**src/hdl/spv_pkg.sv**
```systemverilog
// ----------------------------------------------------------------------------
// spv_pkg: shared definitions for the SHA-256 proof-of-work verifier
// Round constants, initial hash values, SHA-256 helper functions, the
// command group between controller and datapath, and register decoding.
// ----------------------------------------------------------------------------
package spv_pkg;

  // Field widths of the streaming payloads.
  localparam int unsigned IN_DATA_W  = 288;
  localparam int unsigned OUT_DATA_W = 40;
  localparam int unsigned ROUNDS     = 64;
  localparam int unsigned RND_W      = $clog2(ROUNDS);

  // Configuration port.
  localparam int unsigned CFG_ADDR_W = 3;
  // Register index is paddr[2]; the threshold is register zero.
  localparam logic REG_THRESHOLD = 1'b0;
  localparam logic [31:0] THRESHOLD_RESET = 32'h0000_5FFF;

  // Fixed words of the padded block for a 36-byte message.
  localparam logic [31:0] PAD_WORD = 32'h8000_0000;
  localparam logic [31:0] LEN_WORD = 32'h0000_0120;

  localparam logic [31:0] INIT_H [8] = '{
    32'h6a09e667, 32'hbb67ae85, 32'h3c6ef372, 32'ha54ff53a,
    32'h510e527f, 32'h9b05688c, 32'h1f83d9ab, 32'h5be0cd19
  };

  localparam logic [31:0] ROUND_K [ROUNDS] = '{
    32'h428a2f98, 32'h71374491, 32'hb5c0fbcf, 32'he9b5dba5,
    32'h3956c25b, 32'h59f111f1, 32'h923f82a4, 32'hab1c5ed5,
    32'hd807aa98, 32'h12835b01, 32'h243185be, 32'h550c7dc3,
    32'h72be5d74, 32'h80deb1fe, 32'h9bdc06a7, 32'hc19bf174,
    32'he49b69c1, 32'hefbe4786, 32'h0fc19dc6, 32'h240ca1cc,
    32'h2de92c6f, 32'h4a7484aa, 32'h5cb0a9dc, 32'h76f988da,
    32'h983e5152, 32'ha831c66d, 32'hb00327c8, 32'hbf597fc7,
    32'hc6e00bf3, 32'hd5a79147, 32'h06ca6351, 32'h14292967,
    32'h27b70a85, 32'h2e1b2138, 32'h4d2c6dfc, 32'h53380d13,
    32'h650a7354, 32'h766a0abb, 32'h81c2c92e, 32'h92722c85,
    32'ha2bfe8a1, 32'ha81a664b, 32'hc24b8b70, 32'hc76c51a3,
    32'hd192e819, 32'hd6990624, 32'hf40e3585, 32'h106aa070,
    32'h19a4c116, 32'h1e376c08, 32'h2748774c, 32'h34b0bcb5,
    32'h391c0cb3, 32'h4ed8aa4a, 32'h5b9cca4f, 32'h682e6ff3,
    32'h748f82ee, 32'h78a5636f, 32'h84c87814, 32'h8cc70208,
    32'h90befffa, 32'ha4506ceb, 32'hbef9a3f7, 32'hc67178f2
  };

  // Commands from the controller to the datapath.
  typedef struct packed {
    logic             load;     // take a new item and set up the block
    logic             round;    // run one compression round
    logic             capture;  // finish the digest word into the output register
    logic [RND_W-1:0] rnd;      // current round number
  } spv_cmd_t;

  function automatic logic [31:0] swap32(input logic [31:0] x);
    return {x[7:0], x[15:8], x[23:16], x[31:24]};
  endfunction

  function automatic logic [31:0] big_sigma0(input logic [31:0] x);
    return {x[1:0], x[31:2]} ^ {x[12:0], x[31:13]} ^ {x[21:0], x[31:22]};
  endfunction

  function automatic logic [31:0] big_sigma1(input logic [31:0] x);
    return {x[5:0], x[31:6]} ^ {x[10:0], x[31:11]} ^ {x[24:0], x[31:25]};
  endfunction

  function automatic logic [31:0] small_sigma0(input logic [31:0] x);
    return {x[6:0], x[31:7]} ^ {x[17:0], x[31:18]} ^ {3'b000, x[31:3]};
  endfunction

  function automatic logic [31:0] small_sigma1(input logic [31:0] x);
    return {x[16:0], x[31:17]} ^ {x[18:0], x[31:19]} ^ {10'b0, x[31:10]};
  endfunction

endpackage

```
**src/hdl/spv_ctrl.sv**
```systemverilog
// ----------------------------------------------------------------------------
// spv_ctrl: sequencing controller
// Accepts one item at a time, counts the 64 rounds and hands the finished
// result to the output register once that register is free.
// ----------------------------------------------------------------------------
module spv_ctrl (
  input  logic              clk,
  input  logic              rst_n,
  input  logic              in_tvalid,
  output logic              in_tready,
  output logic              out_tvalid,
  input  logic              out_tready,
  output spv_pkg::spv_cmd_t cmd
);
  import spv_pkg::*;

  typedef enum logic [1:0] {
    ST_IDLE,
    ST_RUN,
    ST_FIN
  } state_t;

  state_t           state_r, state_nxt;
  logic [RND_W-1:0] cnt_r, cnt_nxt;
  logic             out_tvalid_r, out_tvalid_nxt;
  logic             out_free;

  // The output register can take a new result when empty or being drained.
  assign out_free = !out_tvalid_r || out_tready;

  always_comb begin
    state_nxt      = state_r;
    cnt_nxt        = cnt_r;
    out_tvalid_nxt = out_tvalid_r;
    cmd            = '0;
    cmd.rnd        = cnt_r;
    in_tready      = 1'b0;

    if (out_tvalid_r && out_tready) begin
      out_tvalid_nxt = 1'b0;
    end

    unique case (state_r)
      ST_IDLE: begin
        in_tready = 1'b1;
        if (in_tvalid) begin
          cmd.load  = 1'b1;
          cnt_nxt   = '0;
          state_nxt = ST_RUN;
        end
      end
      ST_RUN: begin
        cmd.round = 1'b1;
        cnt_nxt   = cnt_r + 1'b1;
        if (cnt_r == RND_W'(ROUNDS - 1)) begin
          state_nxt = ST_FIN;
        end
      end
      ST_FIN: begin
        if (out_free) begin
          cmd.capture    = 1'b1;
          out_tvalid_nxt = 1'b1;
          state_nxt      = ST_IDLE;
        end
      end
      default: begin
        state_nxt = ST_IDLE;
      end
    endcase
  end

  // State, round counter and output valid flag.
  always_ff @(posedge clk) begin
    if (!rst_n) begin
      state_r      <= ST_IDLE;
      cnt_r        <= '0;
      out_tvalid_r <= 1'b0;
    end else begin
      state_r      <= state_nxt;
      cnt_r        <= cnt_nxt;
      out_tvalid_r <= out_tvalid_nxt;
    end
  end

  assign out_tvalid = out_tvalid_r;

endmodule

```
**src/hdl/spv_datapath.sv**
```systemverilog
// ----------------------------------------------------------------------------
// spv_datapath: SHA-256 round datapath
// Holds the 16-word message schedule window, the eight working words and
// the output register; runs one compression round per command.
// ----------------------------------------------------------------------------
module spv_datapath (
  input  logic                               clk,
  input  spv_pkg::spv_cmd_t                  cmd,
  input  logic [spv_pkg::IN_DATA_W-1:0]      in_tdata,
  input  logic [31:0]                        threshold,
  output logic                               accepted,
  output logic [31:0]                        digest_head
);
  import spv_pkg::*;

  logic [31:0] w_r [16];
  logic [31:0] st_r [8];
  logic        accepted_r;
  logic [31:0] head_r;

  logic [31:0] w_new;
  logic [31:0] t1;
  logic [31:0] t2;
  logic [31:0] ch;
  logic [31:0] maj;
  logic [31:0] head_raw;
  logic [31:0] head_le;

  // Round function and schedule extension.
  always_comb begin
    ch    = (st_r[4] & st_r[5]) ^ (~st_r[4] & st_r[6]);
    maj   = (st_r[0] & st_r[1]) ^ (st_r[0] & st_r[2]) ^ (st_r[1] & st_r[2]);
    t1    = st_r[7] + big_sigma1(st_r[4]) + ch + ROUND_K[cmd.rnd] + w_r[0];
    t2    = big_sigma0(st_r[0]) + maj;
    w_new = w_r[0] + small_sigma0(w_r[1]) + w_r[9] + small_sigma1(w_r[14]);
  end

  // First digest word, read back little-endian.
  assign head_raw = INIT_H[0] + st_r[0];
  assign head_le  = swap32(head_raw);

  always_ff @(posedge clk) begin
    if (cmd.load) begin
      // Challenge words give message words 0..7, the nonce word 8.
      for (int i = 0; i < 8; i++) begin
        w_r[i] <= swap32(in_tdata[32*i +: 32]);
      end
      w_r[8]  <= swap32(in_tdata[287:256]);
      w_r[9]  <= PAD_WORD;
      for (int i = 10; i < 15; i++) begin
        w_r[i] <= '0;
      end
      w_r[15] <= LEN_WORD;
      for (int i = 0; i < 8; i++) begin
        st_r[i] <= INIT_H[i];
      end
    end else if (cmd.round) begin
      for (int i = 0; i < 15; i++) begin
        w_r[i] <= w_r[i+1];
      end
      w_r[15] <= w_new;
      st_r[7] <= st_r[6];
      st_r[6] <= st_r[5];
      st_r[5] <= st_r[4];
      st_r[4] <= st_r[3] + t1;
      st_r[3] <= st_r[2];
      st_r[2] <= st_r[1];
      st_r[1] <= st_r[0];
      st_r[0] <= t1 + t2;
    end

    // Output register.
    if (cmd.capture) begin
      head_r     <= head_le;
      accepted_r <= (head_le <= threshold);
    end
  end

  assign accepted    = accepted_r;
  assign digest_head = head_r;

endmodule

```
**src/hdl/sha256_pow_verifier_unit.sv**
```systemverilog
// ----------------------------------------------------------------------------
// sha256_pow_verifier_unit: SHA-256 proof-of-work check
// Hashes a 32-byte challenge with a 32-bit little-endian answer and checks
// the first digest word against a programmable difficulty threshold.
// ----------------------------------------------------------------------------
// Each item passes from the input transfer to the result being offered
// through a load step, 64 compression rounds on the single round unit
// (one round per cycle), and a final step that adds the initial hash word,
// swaps its bytes and compares with the threshold. The next item can be
// taken in the same cycle that the result is offered, and not before; a
// stalled output holds the finished item until its register is free. The
// threshold register resets to 0x00005FFF; only paddr[2] is decoded, so
// byte addresses 0 to 3 reach it and writes to other addresses are ignored.
module sha256_pow_verifier_unit (
  input  logic                           clk,
  input  logic                           rst_n,
  // Input channel.
  input  logic                           in_tvalid,
  output logic                           in_tready,
  // Fields from bit 0: challenge_w0[63:0], challenge_w1[127:64],
  // challenge_w2[191:128], challenge_w3[255:192], answer_nonce[287:256].
  input  logic [spv_pkg::IN_DATA_W-1:0]  in_tdata,
  // Result channel.
  output logic                           out_tvalid,
  input  logic                           out_tready,
  // Fields from bit 0: accepted[0], digest_head[32:1], zero fill [39:33].
  output logic [spv_pkg::OUT_DATA_W-1:0] out_tdata,
  // Configuration port.
  input  logic                           cfg_psel,
  input  logic                           cfg_penable,
  input  logic                           cfg_pwrite,
  input  logic [spv_pkg::CFG_ADDR_W-1:0] cfg_paddr,
  input  logic [31:0]                    cfg_pwdata,
  output logic [31:0]                    cfg_prdata,
  output logic                           cfg_pready
);
  import spv_pkg::*;

  spv_cmd_t    cmd;
  logic [31:0] threshold_r;
  logic        accepted;
  logic [31:0] digest_head;
  logic        reg_hit;

  assign cfg_pready = 1'b1;
  assign reg_hit    = (cfg_paddr[2] == REG_THRESHOLD);

  // Threshold register, written on the access cycle of a write transfer.
  always_ff @(posedge clk) begin
    if (!rst_n) begin
      threshold_r <= THRESHOLD_RESET;
    end else if (cfg_psel && cfg_penable && cfg_pwrite && cfg_pready && reg_hit) begin
      threshold_r <= cfg_pwdata;
    end
  end

  assign cfg_prdata = reg_hit ? threshold_r : '0;

  spv_ctrl u_ctrl (
    .clk        (clk),
    .rst_n      (rst_n),
    .in_tvalid  (in_tvalid),
    .in_tready  (in_tready),
    .out_tvalid (out_tvalid),
    .out_tready (out_tready),
    .cmd        (cmd)
  );

  spv_datapath u_datapath (
    .clk         (clk),
    .cmd         (cmd),
    .in_tdata    (in_tdata),
    .threshold   (threshold_r),
    .accepted    (accepted),
    .digest_head (digest_head)
  );

  assign out_tdata = {7'b0, digest_head, accepted};

endmodule

```
**config.mk**
```make
export PLATFORM = sky130hd
export DESIGN_NAME = sha256_pow_verifier_unit
export DESIGN_NICKNAME = d
export VERILOG_FILES = /design/src/hdl/spv_pkg.sv /design/src/hdl/spv_ctrl.sv /design/src/hdl/spv_datapath.sv /design/src/hdl/sha256_pow_verifier_unit.sv
export SDC_FILE = /design/constraint.sdc
export NUM_CORES = 2
export LEC_CHECK = 0
export BUFFER_PORTS_ARGS = -buffer_cell sky130_fd_sc_hd__buf_2
export CAP_MARGIN = 20
export CORE_ASPECT_RATIO = 1.4
export CORE_MARGIN = 2
export CORE_UTILIZATION = 55
export CTS_BUF_LIST = sky130_fd_sc_hd__clkbuf_8
export CTS_CLUSTER_DIAMETER = 40
export DETAILED_ROUTE_END_ITERATION = 8
export PLACE_DENSITY = 0.82
export SLEW_MARGIN = 20
export SYNTH_ARGS = -nofsm -noshare
export SYNTH_HDL_FRONTEND = slang
export SYNTH_SLANG_ARGS = --single-unit
```
**constraint.sdc**
```tcl
create_clock -name clk -period 18.7 [get_ports clk]
set_input_delay 0.935 -clock clk [delete_from_list [all_inputs] [get_ports clk]]
set_output_delay 0.935 -clock clk [all_outputs]
set_load 0.005 [all_outputs]
```
==> reports/metrics.csv <==
stage,metric,value,unit
setup_path,"delay-heaviest family, CP",compound AO/OA/AOI/OAI gates,
detailed_routing,First-pass DRT Iterations,6,
detailed_routing,routed vias,36440,
placement,Port Buffer Count,394,
die,Site Rows,130,
setup_path,Critical Path Slowest Stage Cell,o311ai_0,
clock_network,clk slew on worst S/H paths,60,ps
timing,crit path time final,9986,ps
placement,gpl congestion,0.9933,
clock_network,Resize count post-CTS,0,
setup_path,Setup crit start kind,flop,
timing,fin crit share,53.40,%
timing,Fin. Hold Viols,0,
global_routing,vias in the first global route,35500,
timing,Slew headroom,22.05,%
setup_path,Worst EP arrival,10570,ps
cells_and_area,Post-Route Utilization,61.46,%
synth,"Distinct cells, synth",94,
setup_path,kind of critical path,flop to flop,
timing,worst slew pin tran,1169,ps
clock_network,CTS Hold Bufs,0,
global_routing,initial antenna violation count,28,
setup_path,CP Capture Type,flop,
clock_network,"Setup Fix Bufs, Post-CTS",0,
synth,number of synthesized register bits,842,
global_routing,first-pass GRT wire length,215100,um
cells_and_area,Final Instance Area,55290,um^2
clock_network,CTS root buf,clkbuf_8,
die,Die H,360.7,um
placement,Post-Place Cells,6074,
detailed_routing,Routed Antenna Nets,0,
cells_and_area,Nets,5720,
cells_and_area,Post-Layout Cell Count,6329,
timing,max-slew violations,0,
die,die footprint,93350,um^2
timing,Setup-failing EPs final,0,
clock_network,CTS Buffer Depth,3,
global_routing,global-route usage over all layers,31.18,%
synth,post-synthesis cell area,49990,um^2
die,I/O pins,405,
setup_path,CP bufs+invs,3,
detailed_routing,initial DRC count,3946,
die,Initial Util,55.58,%
synth,Ys Warns,0,
global_routing,largest net degree at the start of global routing,205,
synth,top-area cell type share of the netlist area,48.12,%
timing,clk_skew,61.29,ps
setup_path,crit path max fanout,17,
timing,highest clock rate,100.1,MHz
global_routing,gr ovfl total,0,
clock_network,cts bufs inserted,135,
synth,Main synth FF type,edfxtp_1,
detailed_routing,drt total wl,147000,um
die,Die Span X,258.8,um
cells_and_area,layout cell share with drive strength beyond 1,12.98,%
synth,fraction of registers with async set or reset after synthesis,0,%
synth,Mapped Cells,4735,
synth,number of synthesized flops with an enable pin,801,
timing,unrepaired setup endpoints after global routing,false,
run_status,outcome,finished clean,
clock_network,CTS H-tree depth,4,
placement,DP Area,52680,um^2
synth,biggest area consumer among synthesized cells,edfxtp_1,
setup_path,"slowest stage delay, CP",890,ps
detailed_routing,DRC violations left,0,
die,Core Area,89950,um^2
synth,syn avg cell area,10.56,um^2
clock_network,worst-skew pair later-pin latency,870,ps
timing,Fin Setup TNS,0,ps
clock_network,TritonCTS clock tree,yes,
synth,top post-synthesis cells by area,"edfxtp_1 48%, nand2_1 8.1%, fa_1 7.5%",
placement,Detailed Place HPWL,107500,um
cells_and_area,Area Growth Syn to Fin,10.59,%
setup_path,Worst EP required,19280,ps
flow_run,max_cap viols,0,
detailed_routing,WL per Instance,23.23,um
clock_network,clock sink count,842,
detailed_routing,Via density,5.758,
worst_hold_path,Hold WC Path Type,primary input to flop,
synth,register area share after synthesis,49.76,%
==> per-stage QoR <==
stage	setup WS, ps	hold slack, ps
floorplan	1634	443.5
CTS	9125	243.8
finish	8714	293.3
global placement	9002	453.2
detailed placement	9097	461.7
global route	8364	286.2
==> layout by cell type (no fill, tap or decap), types with 34 or more instances in the layout <==
cell      instances
nor3_1           50
and2_1          288
o21ai_0         100
a21oi_1         192
dfxtp_1          38
nand2_1        1081
clkbuf_8        142
a21o_1           74
ha_1            179
nor2_1          202
edfxtp_1        801
fa_1            187
o21ai_1          41
xnor2_1         308
nand3_1          34
xor2_1           69
inv_1           261
nand2b_1        137
buf_2           394
==> cells in the mapped netlist, types with 50 or more instances <==
cell	instances
nand2_1	1082
edfxtp_1	801
xnor2_1	308
and2_1	288
clkbuf_1	256
inv_1	207
nor2_1	202
a21oi_1	192
fa_1	187
ha_1	179
nand2b_1	138
o21ai_0	100
a21o_1	74
xor2_1	69
nor3_1	50
==> worst paths after layout <==
path | cells after the start | from | slack (ps) | endpoint
min reg2reg | 2 | threshold_r[17]$_SDFFE_PN0P_ | 470 | threshold_r[17]$_SDFFE_PN0P_
max | 31 | u_ctrl.cnt_r[1]$_SDFFE_PN0P_ | 8710 | u_datapath.st_r[0][31]$_SDFFCE_PN0P_
min | 3 | cfg_pwdata[14] | 290 | threshold_r[14]$_SDFFE_PN1P_
max reg2reg | 31 | u_ctrl.cnt_r[1]$_SDFFE_PN0P_ | 8710 | u_datapath.st_r[0][31]$_SDFFCE_PN0P_
==> routing by layer <==
layer,vias to the layer above,GRT usage [%],part of all wire (%)
li1,16690,-,-
met1,17520,34.96,35
met2,1717,52.74,49
met3,486,6.588,7.4
met4,22,22.07,8.2
met5,-,0,0.097
==> cell type report <==
cell class,instances,area (um^2)
tap,1188,1486
multi-input combinational,3404,23260
clock inverter,101,604.3
antenna,11,27.53
fill,7105,34660
sequential,842,24880
timing repair buffer,425,2255
inverter,216,818.3
clock buffer,142,1954
==> flip-flops by register name (all words and copies together), names as in the netlist <==
signal / flops
u_datapath.w_r: 512
u_ctrl.out_tvalid: 1
threshold_r: 32
u_datapath.st_r: 256
u_datapath.accepted: 1
u_datapath.digest_head: 32
u_ctrl.state_r: 2
u_ctrl.cnt_r: 6
==> worst reg2reg max path, delay by kind of cell (launching register included) <==
kind,cells,cell delay (ps)
buf+inv,3,390
xor+xnor,2,440
flops,1,320
fa+ha+maj,7,3490
compound gates,11,3770
simple gates,8,1310
==> logic make-up (layout without fill, tap and decap cells) <==
logic type,after synthesis,count (layout),share of synthesized area [%]
other,2,19,0.01502
AOI/OAI and AO/OA,662,662,8.585
adders and majority gates,391,391,12.47
and+or+nand+nor,1918,1918,17.50
muxes,47,47,1.214
buffers and inverters,495,884,3.814
xor gates and xnor gates,378,378,6.650
DFF,842,842,49.76
Power is not shown: default switching activity piles up to over one toggle a cycle in this logic, so the estimate is an artifact.
